### src/rtl/core/dslv_pkg.sv
// Shared types, constants and the note frequency function of the voice core.
// No dependencies; every module of the core but dslv_mul imports this package.
package dslv_pkg;

  // Sequencer steps; at most one shared multiplier launch and one product writeback per step
  typedef enum logic [4:0] {
    ST_IDLE,
    ST_LFO_HI,
    ST_LFO_LO,
    ST_LFO_ADD,
    ST_S1_LO,
    ST_S1_ADD,
    ST_U2,
    ST_P1,
    ST_P1_WB,
    ST_P2,
    ST_P2_WB,
    ST_P3,
    ST_P3_WB,
    ST_P4,
    ST_P4_WB,
    ST_PU,
    ST_SINE_WB,
    ST_VIB,
    ST_VIB_WB,
    ST_F2,
    ST_F2_WB,
    ST_S2_HI,
    ST_S2_LO,
    ST_S2_ADD,
    ST_MIX,
    ST_MIX_WB,
    ST_GAIN,
    ST_OUT_WB
  } state_t;

  typedef enum logic [3:0] {
    MUL_NONE,
    MUL_LFO_HI,
    MUL_LFO_LO,
    MUL_FREQ_HI,
    MUL_FREQ_LO,
    MUL_U_U,
    MUL_ENV_DECAY,
    MUL_C0_U2,
    MUL_POLY_U2,
    MUL_POLY_U,
    MUL_LFO_VIB,
    MUL_FREQ_FACTOR,
    MUL_MIX_ENV,
    MUL_GAIN
  } mul_op_t;

  typedef enum logic [4:0] {
    WB_NONE,
    WB_ACC,
    WB_LFO_PHASE,
    WB_SAW1,
    WB_SAW2,
    WB_U2,
    WB_ENV,
    WB_POLY1,
    WB_POLY2,
    WB_POLY3,
    WB_POLY4,
    WB_SINE,
    WB_FACTOR,
    WB_FREQ2,
    WB_MIX_ENV,
    WB_OUT
  } wb_op_t;

  typedef struct packed {
    mul_op_t mul_op;
    wb_op_t  wb_op;
    logic    load;
    logic    set_u;
  } dslv_cmd_t;

  typedef struct packed {
    logic out_busy;
  } dslv_status_t;

  localparam int STEP_W = 36;
  localparam int FREQ_W = 31;

  localparam logic [STEP_W-1:0] STEP_RESET     = 36'd6382652534;
  localparam logic [29:0]       FREQ_IDLE_Q16  = 30'd28835840;
  localparam logic [29:0]       FREQ_LFO_Q16   = 30'd327680;
  localparam logic [16:0]       ENV_ONE        = 17'd65536;
  localparam logic [16:0]       ENV_ATTACK     = 17'd328;
  localparam logic [19:0]       ENV_DECAY_Q20  = 20'd1047527;
  localparam logic [14:0]       OUT_GAIN_Q16   = 15'd19661;
  localparam logic [12:0]       VIB_DEPTH_Q16  = 13'd6554;
  localparam logic signed [17:0] FACTOR_BASE   = 18'sd65536;
  localparam logic [30:0]       POLY_C0        = 31'd172272;
  localparam logic [30:0]       POLY_C1        = 31'd5026995;
  localparam logic [30:0]       POLY_C2        = 31'd85569306;
  localparam logic [30:0]       POLY_C3        = 31'd693598669;
  localparam logic [30:0]       POLY_C4        = 31'd1686629713;
  localparam logic [30:0]       U_ONE          = 31'd1073741824;
  localparam logic [31:0]       ROUND_Q15      = 32'd16384;
  localparam logic [16:0]       LFO_MAG_MAX    = 17'd32767;

  // Top octave (notes 120..131) in Q16 Hz
  function automatic logic [29:0] top_octave_q16(input logic [3:0] semi);
    logic [29:0] f;
    unique case (semi)
      4'd0:    f = 30'd548668578;
      4'd1:    f = 30'd581294109;
      4'd2:    f = 30'd615859655;
      4'd3:    f = 30'd652480576;
      4'd4:    f = 30'd691279090;
      4'd5:    f = 30'd732384684;
      4'd6:    f = 30'd775934544;
      4'd7:    f = 30'd822074013;
      4'd8:    f = 30'd870957077;
      4'd9:    f = 30'd922746880;
      4'd10:   f = 30'd977616265;
      4'd11:   f = 30'd1035748353;
      default: f = 30'd0;
    endcase
    return f;
  endfunction

  // Equal-temperament note frequency in Q16 Hz, rounded octave shift
  function automatic logic [29:0] note_freq_q16(input logic [6:0] note);
    logic [3:0]  octave;
    logic [6:0]  semi;
    logic [3:0]  shift;
    logic [29:0] base;
    logic [30:0] rounded;
    octave = 4'd0;
    for (int k = 1; k <= 10; k++) begin
      if (note >= 7'(12 * k)) octave = 4'(k);
    end
    semi  = note - (7'(octave) * 7'd12);
    shift = 4'd10 - octave;
    base  = top_octave_q16(semi[3:0]);
    if (shift == 4'd0) begin
      return base;
    end
    rounded = 31'(base) + (31'd1 << (shift - 4'd1));
    return 30'(rounded >> shift);
  endfunction

endpackage

### src/rtl/core/dslv_mul.sv
// Shared signed 33x33 multiplier with a registered product.
// Depends on nothing; used by the voice datapath.
module dslv_mul (
  input  logic               clk,
  input  logic               en,
  input  logic signed [32:0] a,
  input  logic signed [32:0] b,
  output logic signed [65:0] prod
);

  // Hold the product while idle so a stalled writeback still sees it
  always_ff @(posedge clk) begin
    if (en) begin
      prod <= a * b;
    end
  end

endmodule

### src/rtl/core/dslv_ctrl.sv
// Sequencer of the voice core: steps the datapath through one sample.
// Depends on dslv_pkg.
module dslv_ctrl (
  input  logic                 clk,
  input  logic                 rst,
  input  logic                 in_valid,
  output logic                 in_ready,
  input  dslv_pkg::dslv_status_t status,
  output dslv_pkg::dslv_cmd_t    cmd
);
  import dslv_pkg::*;

  state_t state;
  state_t state_next;

  always_ff @(posedge clk) begin
    if (rst) begin
      state <= ST_IDLE;
    end else begin
      state <= state_next;
    end
  end

  always_comb begin
    state_next = state;
    cmd        = '{mul_op: MUL_NONE, wb_op: WB_NONE, load: 1'b0, set_u: 1'b0};
    in_ready   = 1'b0;
    unique case (state)
      ST_IDLE: begin
        // Take no beat while reset is held
        in_ready = !rst;
        cmd.load = in_valid && !rst;
        if (in_valid && !rst) state_next = ST_LFO_HI;
      end
      ST_LFO_HI: begin
        cmd.mul_op = MUL_LFO_HI;
        state_next = ST_LFO_LO;
      end
      ST_LFO_LO: begin
        cmd.mul_op = MUL_LFO_LO;
        cmd.wb_op  = WB_ACC;
        state_next = ST_LFO_ADD;
      end
      ST_LFO_ADD: begin
        cmd.mul_op = MUL_FREQ_HI;
        cmd.wb_op  = WB_LFO_PHASE;
        state_next = ST_S1_LO;
      end
      ST_S1_LO: begin
        cmd.mul_op = MUL_FREQ_LO;
        cmd.wb_op  = WB_ACC;
        cmd.set_u  = 1'b1;
        state_next = ST_S1_ADD;
      end
      ST_S1_ADD: begin
        cmd.mul_op = MUL_U_U;
        cmd.wb_op  = WB_SAW1;
        state_next = ST_U2;
      end
      ST_U2: begin
        cmd.mul_op = MUL_ENV_DECAY;
        cmd.wb_op  = WB_U2;
        state_next = ST_P1;
      end
      ST_P1: begin
        cmd.mul_op = MUL_C0_U2;
        cmd.wb_op  = WB_ENV;
        state_next = ST_P1_WB;
      end
      ST_P1_WB: begin
        cmd.wb_op  = WB_POLY1;
        state_next = ST_P2;
      end
      ST_P2: begin
        cmd.mul_op = MUL_POLY_U2;
        state_next = ST_P2_WB;
      end
      ST_P2_WB: begin
        cmd.wb_op  = WB_POLY2;
        state_next = ST_P3;
      end
      ST_P3: begin
        cmd.mul_op = MUL_POLY_U2;
        state_next = ST_P3_WB;
      end
      ST_P3_WB: begin
        cmd.wb_op  = WB_POLY3;
        state_next = ST_P4;
      end
      ST_P4: begin
        cmd.mul_op = MUL_POLY_U2;
        state_next = ST_P4_WB;
      end
      ST_P4_WB: begin
        cmd.wb_op  = WB_POLY4;
        state_next = ST_PU;
      end
      ST_PU: begin
        cmd.mul_op = MUL_POLY_U;
        state_next = ST_SINE_WB;
      end
      ST_SINE_WB: begin
        cmd.wb_op  = WB_SINE;
        state_next = ST_VIB;
      end
      ST_VIB: begin
        cmd.mul_op = MUL_LFO_VIB;
        state_next = ST_VIB_WB;
      end
      ST_VIB_WB: begin
        cmd.wb_op  = WB_FACTOR;
        state_next = ST_F2;
      end
      ST_F2: begin
        cmd.mul_op = MUL_FREQ_FACTOR;
        state_next = ST_F2_WB;
      end
      ST_F2_WB: begin
        cmd.wb_op  = WB_FREQ2;
        state_next = ST_S2_HI;
      end
      ST_S2_HI: begin
        cmd.mul_op = MUL_FREQ_HI;
        state_next = ST_S2_LO;
      end
      ST_S2_LO: begin
        cmd.mul_op = MUL_FREQ_LO;
        cmd.wb_op  = WB_ACC;
        state_next = ST_S2_ADD;
      end
      ST_S2_ADD: begin
        cmd.wb_op  = WB_SAW2;
        state_next = ST_MIX;
      end
      ST_MIX: begin
        cmd.mul_op = MUL_MIX_ENV;
        state_next = ST_MIX_WB;
      end
      ST_MIX_WB: begin
        cmd.wb_op  = WB_MIX_ENV;
        state_next = ST_GAIN;
      end
      ST_GAIN: begin
        cmd.mul_op = MUL_GAIN;
        state_next = ST_OUT_WB;
      end
      ST_OUT_WB: begin
        // Hold here while the previous sample still sits in the output register
        if (!status.out_busy) begin
          cmd.wb_op  = WB_OUT;
          state_next = ST_IDLE;
        end
      end
      default: begin
        state_next = ST_IDLE;
      end
    endcase
  end

endmodule

### src/rtl/core/dslv_datapath.sv
// Datapath of the voice core: phases, envelope, LFO polynomial, output register.
// Depends on dslv_pkg and dslv_mul; driven by dslv_ctrl commands.
module dslv_datapath #(
  parameter int PHASE_BITS       = 32,
  parameter int SINE_TABLE_DEPTH = 256
) (
  input  logic                         clk,
  input  logic                         rst,
  input  dslv_pkg::dslv_cmd_t          cmd,
  output dslv_pkg::dslv_status_t       status,
  input  logic                         note_active,
  input  logic [6:0]                   note_number,
  input  logic                         envelope_restart,
  input  logic                         cfg_we,
  input  logic [dslv_pkg::STEP_W-1:0]  cfg_data,
  output logic                         out_valid,
  input  logic                         out_ready,
  output logic signed [15:0]           sample_out
);
  import dslv_pkg::*;

  localparam int IDX_W     = $clog2(SINE_TABLE_DEPTH);
  localparam int INC_SHIFT = 46 - PHASE_BITS;

  logic [STEP_W-1:0]      step_reg;
  logic [PHASE_BITS-1:0]  lfo_phase;
  logic [PHASE_BITS-1:0]  saw_one_phase;
  logic [PHASE_BITS-1:0]  saw_two_phase;
  logic [16:0]            envelope_level;
  logic                   active;
  logic [FREQ_W-1:0]      freq;
  logic [48:0]            acc;
  logic [1:0]             quad;
  logic [30:0]            u;
  logic [30:0]            u2;
  logic [30:0]            poly;
  logic signed [15:0]     lfo;
  logic [16:0]            factor;
  logic signed [32:0]     mix_env;

  logic signed [32:0]     mul_a;
  logic signed [32:0]     mul_b;
  logic signed [65:0]     prod;
  logic                   mul_en;

  logic [IDX_W-1:0]       lfo_idx;
  logic [29:0]            u_base;
  logic [49:0]            inc_sum;
  logic [49:0]            inc_wide;
  logic [PHASE_BITS-1:0]  phase_inc;
  logic [30:0]            prod_q30;
  logic [31:0]            sine_round;
  logic [16:0]            sine_mag;
  logic [14:0]            lfo_mag;
  logic [17:0]            env_attack;
  logic [17:0]            factor_sum;
  logic [PHASE_BITS:0]    saw_sum;
  logic [15:0]            mix_u;
  logic signed [15:0]     mix;

  assign status.out_busy = out_valid && !out_ready;

  // Operand selection for the shared multiplier
  always_comb begin
    mul_a = '0;
    mul_b = '0;
    unique case (cmd.mul_op)
      MUL_NONE: begin
        mul_a = '0;
        mul_b = '0;
      end
      MUL_LFO_HI: begin
        mul_a = 33'(FREQ_LFO_Q16);
        mul_b = 33'(step_reg[STEP_W-1:18]);
      end
      MUL_LFO_LO: begin
        mul_a = 33'(FREQ_LFO_Q16);
        mul_b = 33'(step_reg[17:0]);
      end
      MUL_FREQ_HI: begin
        mul_a = 33'(freq);
        mul_b = 33'(step_reg[STEP_W-1:18]);
      end
      MUL_FREQ_LO: begin
        mul_a = 33'(freq);
        mul_b = 33'(step_reg[17:0]);
      end
      MUL_U_U: begin
        mul_a = 33'(u);
        mul_b = 33'(u);
      end
      MUL_ENV_DECAY: begin
        mul_a = 33'(envelope_level);
        mul_b = 33'(ENV_DECAY_Q20);
      end
      MUL_C0_U2: begin
        mul_a = 33'(POLY_C0);
        mul_b = 33'(u2);
      end
      MUL_POLY_U2: begin
        mul_a = 33'(poly);
        mul_b = 33'(u2);
      end
      MUL_POLY_U: begin
        mul_a = 33'(poly);
        mul_b = 33'(u);
      end
      MUL_LFO_VIB: begin
        mul_a = 33'(lfo);
        mul_b = 33'(VIB_DEPTH_Q16);
      end
      MUL_FREQ_FACTOR: begin
        mul_a = 33'(freq);
        mul_b = 33'(factor);
      end
      MUL_MIX_ENV: begin
        mul_a = 33'(mix);
        mul_b = 33'(envelope_level);
      end
      MUL_GAIN: begin
        mul_a = mix_env;
        mul_b = 33'(OUT_GAIN_Q16);
      end
      default: begin
        mul_a = '0;
        mul_b = '0;
      end
    endcase
  end

  assign mul_en = (cmd.mul_op != MUL_NONE);

  dslv_mul u_mul (
    .clk  (clk),
    .en   (mul_en),
    .a    (mul_a),
    .b    (mul_b),
    .prod (prod)
  );

  // Phase increment: high partial plus the low partial scaled down by 2^18
  assign inc_sum   = 50'(acc) + 50'(prod[48:18]);
  assign inc_wide  = inc_sum >> INC_SHIFT;
  assign phase_inc = inc_wide[PHASE_BITS-1:0];

  // Quarter-wave argument from the top bits of the LFO phase
  assign lfo_idx = lfo_phase[PHASE_BITS-1 -: IDX_W];
  assign u_base  = 30'(lfo_idx[IDX_W-3:0]) << (32 - IDX_W);

  assign prod_q30   = prod[60:30];
  assign sine_round = 32'(prod_q30) + ROUND_Q15;
  assign sine_mag   = sine_round[31:15];
  assign lfo_mag    = (sine_mag > LFO_MAG_MAX) ? LFO_MAG_MAX[14:0] : sine_mag[14:0];

  assign env_attack = 18'(envelope_level) + 18'(ENV_ATTACK);
  assign factor_sum = 18'(FACTOR_BASE + $signed(prod[32:15]));

  assign saw_sum = {1'b0, saw_one_phase} + {1'b0, saw_two_phase};
  assign mix_u   = saw_sum[PHASE_BITS -: 16];
  assign mix     = $signed({~mix_u[15], mix_u[14:0]});

  // Architectural state: phases, envelope and the step register
  always_ff @(posedge clk) begin
    if (rst) begin
      step_reg       <= STEP_RESET;
      lfo_phase      <= '0;
      saw_one_phase  <= '0;
      saw_two_phase  <= '0;
      envelope_level <= '0;
    end else begin
      if (cfg_we) begin
        step_reg <= cfg_data;
      end
      if (cmd.load && envelope_restart) begin
        envelope_level <= '0;
      end
      unique case (cmd.wb_op)
        WB_LFO_PHASE: lfo_phase     <= lfo_phase + phase_inc;
        WB_SAW1:      saw_one_phase <= saw_one_phase + phase_inc;
        WB_SAW2:      saw_two_phase <= saw_two_phase + phase_inc;
        WB_ENV: begin
          if (active) begin
            envelope_level <= (env_attack > 18'(ENV_ONE)) ? ENV_ONE : env_attack[16:0];
          end else begin
            envelope_level <= prod[36:20];
          end
        end
        default: begin
        end
      endcase
    end
  end

  // Working registers of one sample
  always_ff @(posedge clk) begin
    if (cmd.load) begin
      active <= note_active;
      freq   <= note_active ? 31'(note_freq_q16(note_number)) : 31'(FREQ_IDLE_Q16);
    end
    if (cmd.set_u) begin
      quad <= lfo_idx[IDX_W-1 -: 2];
      // Mirror the falling quarters
      if (lfo_idx[IDX_W-2]) begin
        u <= U_ONE - 31'(u_base);
      end else begin
        u <= 31'(u_base);
      end
    end
    unique case (cmd.wb_op)
      WB_ACC:     acc     <= prod[48:0];
      WB_U2:      u2      <= prod_q30;
      WB_POLY1:   poly    <= POLY_C1 - prod_q30;
      WB_POLY2:   poly    <= POLY_C2 - prod_q30;
      WB_POLY3:   poly    <= POLY_C3 - prod_q30;
      WB_POLY4:   poly    <= POLY_C4 - prod_q30;
      WB_SINE:    lfo     <= quad[1] ? -$signed({1'b0, lfo_mag}) : $signed({1'b0, lfo_mag});
      WB_FACTOR:  factor  <= factor_sum[16:0];
      WB_FREQ2:   freq    <= prod[46:16];
      WB_MIX_ENV: mix_env <= prod[32:0];
      default: begin
      end
    endcase
  end

  // Output register: fill on writeback, drain on handshake
  always_ff @(posedge clk) begin
    if (rst) begin
      out_valid <= 1'b0;
    end else if (cmd.wb_op == WB_OUT) begin
      out_valid <= 1'b1;
    end else if (out_ready) begin
      out_valid <= 1'b0;
    end
  end

  always_ff @(posedge clk) begin
    if (cmd.wb_op == WB_OUT) begin
      sample_out <= $signed(prod[47:32]);
    end
  end

endmodule

### src/rtl/core/dual_saw_lfo_synth_voice_core.sv
// Top level of the dual sawtooth synth voice with sine LFO vibrato.
// Depends on dslv_pkg, dslv_ctrl, dslv_datapath (which holds dslv_mul).
//
//  Channel   Handshake                 Payload (lowest bit first)
//  -------   ------------------------  -------------------------------------------
//  s_axis    s_axis_tvalid/tready      tdata: note_number[6:0], zero pad [7]
//                                      tuser: note_active [0], envelope_restart [1]
//  m_axis    m_axis_tvalid/tready      tdata: sample_out[15:0] (Q15, signed)
//  cfg       cfg_valid/cfg_ready       cfg_data: phase_step_per_hz[35:0]
//
// A new beat is taken only after the previous sample has reached the output
// register: every multiply of the sample (phase increments, LFO sine polynomial,
// vibrato, envelope decay, envelope scaling, output gain) goes through one
// shared registered 33x33 multiplier, at most one launch per cycle, so that
// unit sets the pace.
// rst is synchronous: it restores the 44.1 kHz step and clears phases and envelope.
// A new beat is taken only in the idle step; the finished sample waits in the
// output register, and the core stalls before its last writeback only while
// that register is still full and not drained.
// cfg_ready is always high; write configuration only while the core is idle.
module dual_saw_lfo_synth_voice_core #(
  parameter int PHASE_BITS       = 32,
  parameter int SINE_TABLE_DEPTH = 256
) (
  input  logic                        clk,
  input  logic                        rst,
  // input sample ticks
  input  logic                        s_axis_tvalid,
  output logic                        s_axis_tready,
  input  logic [7:0]                  s_axis_tdata,   // [6:0] note_number, [7] zero
  input  logic [1:0]                  s_axis_tuser,   // [0] note_active, [1] envelope_restart
  // output samples
  output logic                        m_axis_tvalid,
  input  logic                        m_axis_tready,
  output logic [15:0]                 m_axis_tdata,   // [15:0] sample_out
  // phase step register
  input  logic                        cfg_valid,
  output logic                        cfg_ready,
  input  logic [dslv_pkg::STEP_W-1:0] cfg_data        // [35:0] phase_step_per_hz
);
  import dslv_pkg::*;

  dslv_cmd_t          cmd;
  dslv_status_t       status;
  logic signed [15:0] sample_out;

  // Always take configuration beats
  assign cfg_ready = 1'b1;

  dslv_ctrl u_ctrl (
    .clk      (clk),
    .rst      (rst),
    .in_valid (s_axis_tvalid),
    .in_ready (s_axis_tready),
    .status   (status),
    .cmd      (cmd)
  );

  dslv_datapath #(
    .PHASE_BITS       (PHASE_BITS),
    .SINE_TABLE_DEPTH (SINE_TABLE_DEPTH)
  ) u_datapath (
    .clk              (clk),
    .rst              (rst),
    .cmd              (cmd),
    .status           (status),
    .note_active      (s_axis_tuser[0]),
    .note_number      (s_axis_tdata[6:0]),
    .envelope_restart (s_axis_tuser[1]),
    .cfg_we           (cfg_valid),
    .cfg_data         (cfg_data),
    .out_valid        (m_axis_tvalid),
    .out_ready        (m_axis_tready),
    .sample_out       (sample_out)
  );

  assign m_axis_tdata = sample_out;

endmodule
### config.mk
export PLATFORM = sky130hd
export DESIGN_NAME = dual_saw_lfo_synth_voice_core
export DESIGN_NICKNAME = d
export VERILOG_FILES = /design/src/rtl/core/dslv_pkg.sv /design/src/rtl/core/dslv_mul.sv /design/src/rtl/core/dslv_ctrl.sv /design/src/rtl/core/dslv_datapath.sv /design/src/rtl/core/dual_saw_lfo_synth_voice_core.sv
export SDC_FILE = /design/constraint.sdc
export NUM_CORES = 2
export LEC_CHECK = 0
export BUFFER_PORTS_ARGS = -buffer_cell sky130_fd_sc_hd__buf_2
export CORE_MARGIN = 2
export CORE_UTILIZATION = 55
export CTS_CLUSTER_DIAMETER = 80
export CTS_CLUSTER_SIZE = 14
export DETAILED_ROUTE_END_ITERATION = 7
export PLACE_DENSITY = 0.74
export SLEW_MARGIN = 30
export SYNTH_ARGS = -nofsm -noshare
export SYNTH_HDL_FRONTEND = slang
export SYNTH_SLANG_ARGS = --single-unit
### constraint.sdc
create_clock -name clk -period 28.8 [get_ports clk]
set_input_delay 2.88 -clock clk [delete_from_list [all_inputs] [get_ports clk]]
set_output_delay 2.88 -clock clk [all_outputs]
set_load 0.01 [all_outputs]
# Word-level counts from Yosys, hierarchy flattened
# Memory sizes are Yosys's and may differ from the RTL's.
# Cells that the tools add are included.
# totals
ff_bits	471
mem_bits_ro	480
input_bits	51
out_inout_bits	19
word_cells	178
mem_count	1
# classes
n_addsub	18
n_mul	2
magnitude_cmp	12
n_eq_ne	57
n_shift	2
n_mux	40
bitwise	1
reduce_logical	24
# memory_table
memory	depth	word_bits	rd	rd_clocked_by_memory_dff	write_ports	line	rtl
(no name shown)	16	30	1	0	0	dslv_pkg.sv:108	unique case (semi)
# op_table
op	count
$pmux W33 S9	1
$pmux W31 S9	1
$mux W30	5
$pmux W5 S28	1
$pmux W31 S4	1
$add A32 B32 Y32	3
$eq A5 B4 Y1 const B	16
$pmux W5 S15	1
$mux W17	4
$mux W31	2
$mul A33 B32 Y61	1
$eq A5 B5 Y1 const B	12
$pmux W4 S13	1
$add A46 B31 Y46	1
$eq A5 B3 Y1 const B	8
$ge A7 B7 Y1 const B	5
$add A32 B32 Y33	1
$add A31 B15 Y32 const B	1
$add A30 B31 Y31	1
$shl A1 B4 Y31 const A	1
$shr A31 B4 Y30	1
$sub A23 B31 Y31 const A	1
$sub A27 B31 Y31 const A	1
$sub A30 B31 Y31 const A	1
38 further kinds	85

# Longest topological paths before layout
# An unclocked memory read counts as a cell.
# depth
word_depth	22
depth_mapped	40
depth_no_buf	38

# Cells and area by module
# A second synthesis with hierarchy kept.
# unflattened
hier_cells	7616
hier_area_um2	69724.4
# modules_own_cells
module	n_inst	cells_per_inst	area_per_inst_um2
dslv_mul	1	4283	40936.8
dslv_datapath	1	3238	28155.8
dslv_ctrl	1	93	620.6
dual_saw_lfo_synth_voice_core	1	2	11.3

# Worst setup path before layout
# No wires, ideal clock.
# synth_path
path_kind	flip-flop to flip-flop
startpoint	register u_ctrl.state[2]
endpoint	register u_datapath.u_mul.prod[54], data pin
setup_time_ns	0.262
arrival_ns	9.462
required_ns	28.538
path_slack_ns	19.075
path_stages_with_launch	31
synth_period_minus_slack_ns	9.725
path_cell_list	dfxtp_1 -> buf_2 -> xor2_1 -> nor2_1 -> a2111oi_0 -> buf_2 -> buf_2 -> a21oi_1 -> or2_2 -> fa_1 -> fa_1 -> inv_1 -> fa_1 -> inv_1 -> fa_1 -> inv_1 -> fa_1 -> fa_1 -> fa_1 -> fa_1 -> ha_1 -> a21oi_1 -> o211ai_1 -> a221o_1 -> a2111oi_0 -> a21o_1 -> o211a_1 -> a21oi_1 -> nor4_1 -> o21bai_1 -> xor2_1
# synth_between
elab_chain_len	7
word_cells_on_any_way	44
# synth_lines
item	line	rtl
start: declaration	dslv_ctrl.sv:13	state_t state;
start signal: assignment	dslv_ctrl.sv:20	state <= state_next;
$eq A5 B4 Y1 (tied with other cells)	dslv_ctrl.sv:28	unique case (state)
$reduce_or A3 Y1 (no source line) / $reduce_or A2 Y1 (equally long branches)	-	
$pmux W4 S13 *	dslv_ctrl.sv:28	
$eq A4 B2 Y1 (tied with other cells)	dslv_datapath.sv:67	unique case (cmd.mul_op)
$reduce_or A3 Y1 (no source line) / $reduce_or A2 Y1 (equally long branches)	-	
$pmux W33 S9 / $pmux W31 S9 (equally long branches)	dslv_datapath.sv:67	
$mul A33 B32 Y61 *	dslv_mul.sv:14	prod <= a * b;
end signal: assignment	dslv_mul.sv:14	
end: declaration	dslv_mul.sv:8	output logic signed [65:0] prod
# Mark *: on every way between the ends. The rest lies on a longest branch, timed or not.
# A chain may end at the register's enable or synchronous reset.

# Worst setup path in the final report
# layout_path
startpoint	register u_ctrl.state[0]
endpoint	register u_datapath.u_mul.prod[57], data pin
# Same word-level chain as after synthesis.

==> metrics.md <==
| Metric | Value |
|---|---|
| Clk pwr share | 0.084 |
| IO buf count | 67 |
| Sw power | 3330 uW |
| P_int | 2790 uW |
| Asr flop ratio synth | 0 |
| Yosys cell types | roughly 110 |
| Worst Slack Setup Final | 16.18 ns |
| Total clock sinks | 446 |
| Area of the multi-input gates | ~47000 sq um |
| Worst Skew | ~0.04 ns |
| Die Footprint | between 100000 and 150000 sq um |
| I/O pin cnt | 70 |
| CTS Buf Count | 38 |
| Post-Layout Inst Area | around 67000 sq um |
| Achievable Freq | 0.0793 GHz |
| Cts repair resizes | 0 |
| Residual DRC | 0 |
| Worst reg-to-reg setup slack | approximately 16 ns |
| Pins Over Slew Limit | 0 |
| Status | complete, no violations |
| Syn_area_per_cell | a little over 9 sq um |
| Synth cell count leaders | inv_1 (1090), fa_1 (1042), nor2_1 (902), nand2_1 (746), ha_1 (385) |
| Post-CTS setup buffers | 0 |
| Finished Layout Cells | 8542 |
| Power Dens Cells | 90.8 nW/um^2 |
| Critical path class | reg2reg |
| Sw Ratio | 0.544 |
| Die H | 345 microns |
| Synth area leaders | fa_1 (33%), edfxtp_1 (14%), ha_1 (7.5%) |
| R2r startpoint | u_ctrl.state[0]$_SDFFE_PP0P_ |
| CP most frequent cell | fa_1 |
| Crit Path Max Fanout | 33 |
| Area Overhead vs Synth | 5.45% |
| Ys flop type | edfxtp_1 |
| CTS root buf | clkbuf_16 |
| RSZ-0062 raised after global routing | no |
| Synth top area share | 0.327 |
| Place WS | 16.66 ns |
| Synthesis-stage register bit count | 446 |
| H-tree depth | 2 |
| GRT Total Usage | 0.348 |
| Leakage power | about 0.031 uW |
| First-pass GRT wire length | 311 mm |
| Slew HR | 0.263 |
| Worst-skew pair later-pin latency | 0.62 ns |
| Synth Instances | 7054 |
| Setup violators final | 0 |
| VDD IR-drop max | a little under 0.3 mV |
| Hold path startpoint | u_datapath.u_mul.prod[13]$_DFFE_PP_ |
| Post-DP HPWL | 156 mm |
| Clk buf depth | 3 |
| Initial Util | 0.552 |
| CP Capture Type | register |
| Part of the power in registers | 0.180 |
| CP Launch Point | u_ctrl.state[0]$_SDFFE_PP0P_ |
| FP Rows | about 130 |
| Die Wd | 345 microns |
| Initial antenna violation count | 14 |
| Antenna viol nets, final | 0 |
| Layout Nets | roughly 8500 |
| Mapped cell area | 63900 sq um |
| Leading area contributor after synthesis | fa_1 |
| WHS | 0.446 ns |
| Setup TNS | 0 ns |
| Maxcap violations | 0 |
| Startpoint types | register |
| Seq/Total Area, Yosys | 0.185 |
| Dpl cells | approximately 8500 |
| HP Class | reg2reg |
| DP Area | 66200 sq um |
| Core area | 116000 sq um |
| EDFF count, synth | slightly below 300 |
| First-pass DRT Iterations | 8 |
| Worst Tran Pin Value | 1.10 ns |
| Drt wl/cell | 23.9 microns |
| Drt initial violations | 5794 |
| CP arrival | 12.95 ns |
| Vias in the first global route | approximately 52000 |
| CTS Hold Buffers Added | 0 |
| Routability-driven placement congestion ratio | 1.01 |
| Slowest CP cell | a221oi_1 |
| Vias per std cell | 6.13 |
| Crit path required time | 29.13 ns |
| CP peak stage delay | 0.73 ns |
| Worst-path clk slew | 0.07 ns |
| GRT overflow | 0 |
| Largest net degree at the start of global routing | 87 |
| Count leader, synth | inv_1 |
| Minimum clock period | roughly 13 ns |
| FF+latch area | roughly 12000 sq um |
| Vias | 52400 |
| Tcrit/Tclk final | 0.438 |
| Synthesis Warnings | 0 |
| Max reg flops | 61 |
| Fillers | about 10000 |
| Final hold violation count | 0 |
| Ratio of cells with drive above 1 in the final layout | 0.0559 |
| CTS tree | done |
| Comb power frac | 0.736 |
| Drt total wl | about 200 mm |
layer usage:
layer,up-vias,wire length (microns),track usage
li1,22800,-,-
met1,25900,75400,0.443
met2,3028,90800,0.540
met3,705,24700,0.100
met4,12,13500,0.188
met5,-,91,0
worst max-delay path: cells and delay by family (launching register included):
| kind | cells | cell delay, ns |
|---|---|---|
| AOI/OAI and AO/OA | 10 | 3.26 |
| adders and majority gates | 9 | 4.44 |
| buffers and inverters | 5 | 1.24 |
| DFF | 1 | 0.69 |
| muxes | 1 | 0.22 |
| and+or+nand+nor | 8 | 2.43 |
cell type report:
class / count / area share
antenna: 7 / 0.000260
clock buffer: 61 / 0.0154
clock inverter: 6 / 0.00115
inverter: 1093 / 0.0609
multi-input combinational: 5196 / 0.697
sequential: 446 / 0.176
tap: 1524 / 0.0283
timing repair buffer: 209 / 0.0210
worst paths after layout:
check | depth (start not counted) | end
worst max register to register | 33 | u_datapath.u_mul.prod[57]$_DFFE_PP_
worst min register to register | 0 | u_datapath.mix_env[13]$_DFFE_PN_
worst max-delay path | 33 | u_datapath.u_mul.prod[57]$_DFFE_PP_
worst min-delay path | 0 | u_datapath.mix_env[13]$_DFFE_PN_
through the flow:
step	utilization	total power [uW]
final	0.582	6120
after global routing	0.582	6530
after CTS	0.582	6030
after detailed placement	0.572	5500
after global placement	0.572	5400
after floorplan	-	4060
cells by family after synthesis:
group	Yosys count	share of synthesized area
flip-flops	446	0.185
AO/OA/AOI/OAI	1234	0.129
buffers and inverters	1444	0.0870
multiplexers	66	0.0110
XOR/XNOR	272	0.0384
AND/OR/NAND/NOR	2162	0.146
adder cells (fa/ha/maj)	1428	0.402
other	2	0.000118
power by group through the flow:
stage | registers, uW | logic [uW] | clock network, uW
6_report | 1100 | 4500 | 515
3_3_place_gp | 1090 | 4310 | 0
2_1_floorplan | 1010 | 3050 | 0
4_1_cts | 1080 | 4430 | 515
3_5_place_dp | 1100 | 4400 | 0
5_1_grt | 1100 | 4890 | 540
cells in the final DEF (no fill, tap or decap), drive strengths merged, types with 78 or more instances in the layout:
| cell | count |
|---|---|
| a21o | 113 |
| a21oi | 345 |
| buf | 209 |
| dfxtp | 155 |
| edfxtp | 291 |
| fa | 1042 |
| ha | 385 |
| inv | 1094 |
| nand2 | 747 |
| nor2 | 903 |
| nor2b | 78 |
| o21ai | 218 |
| xnor2 | 198 |
(Power assumes the default switching activity.)
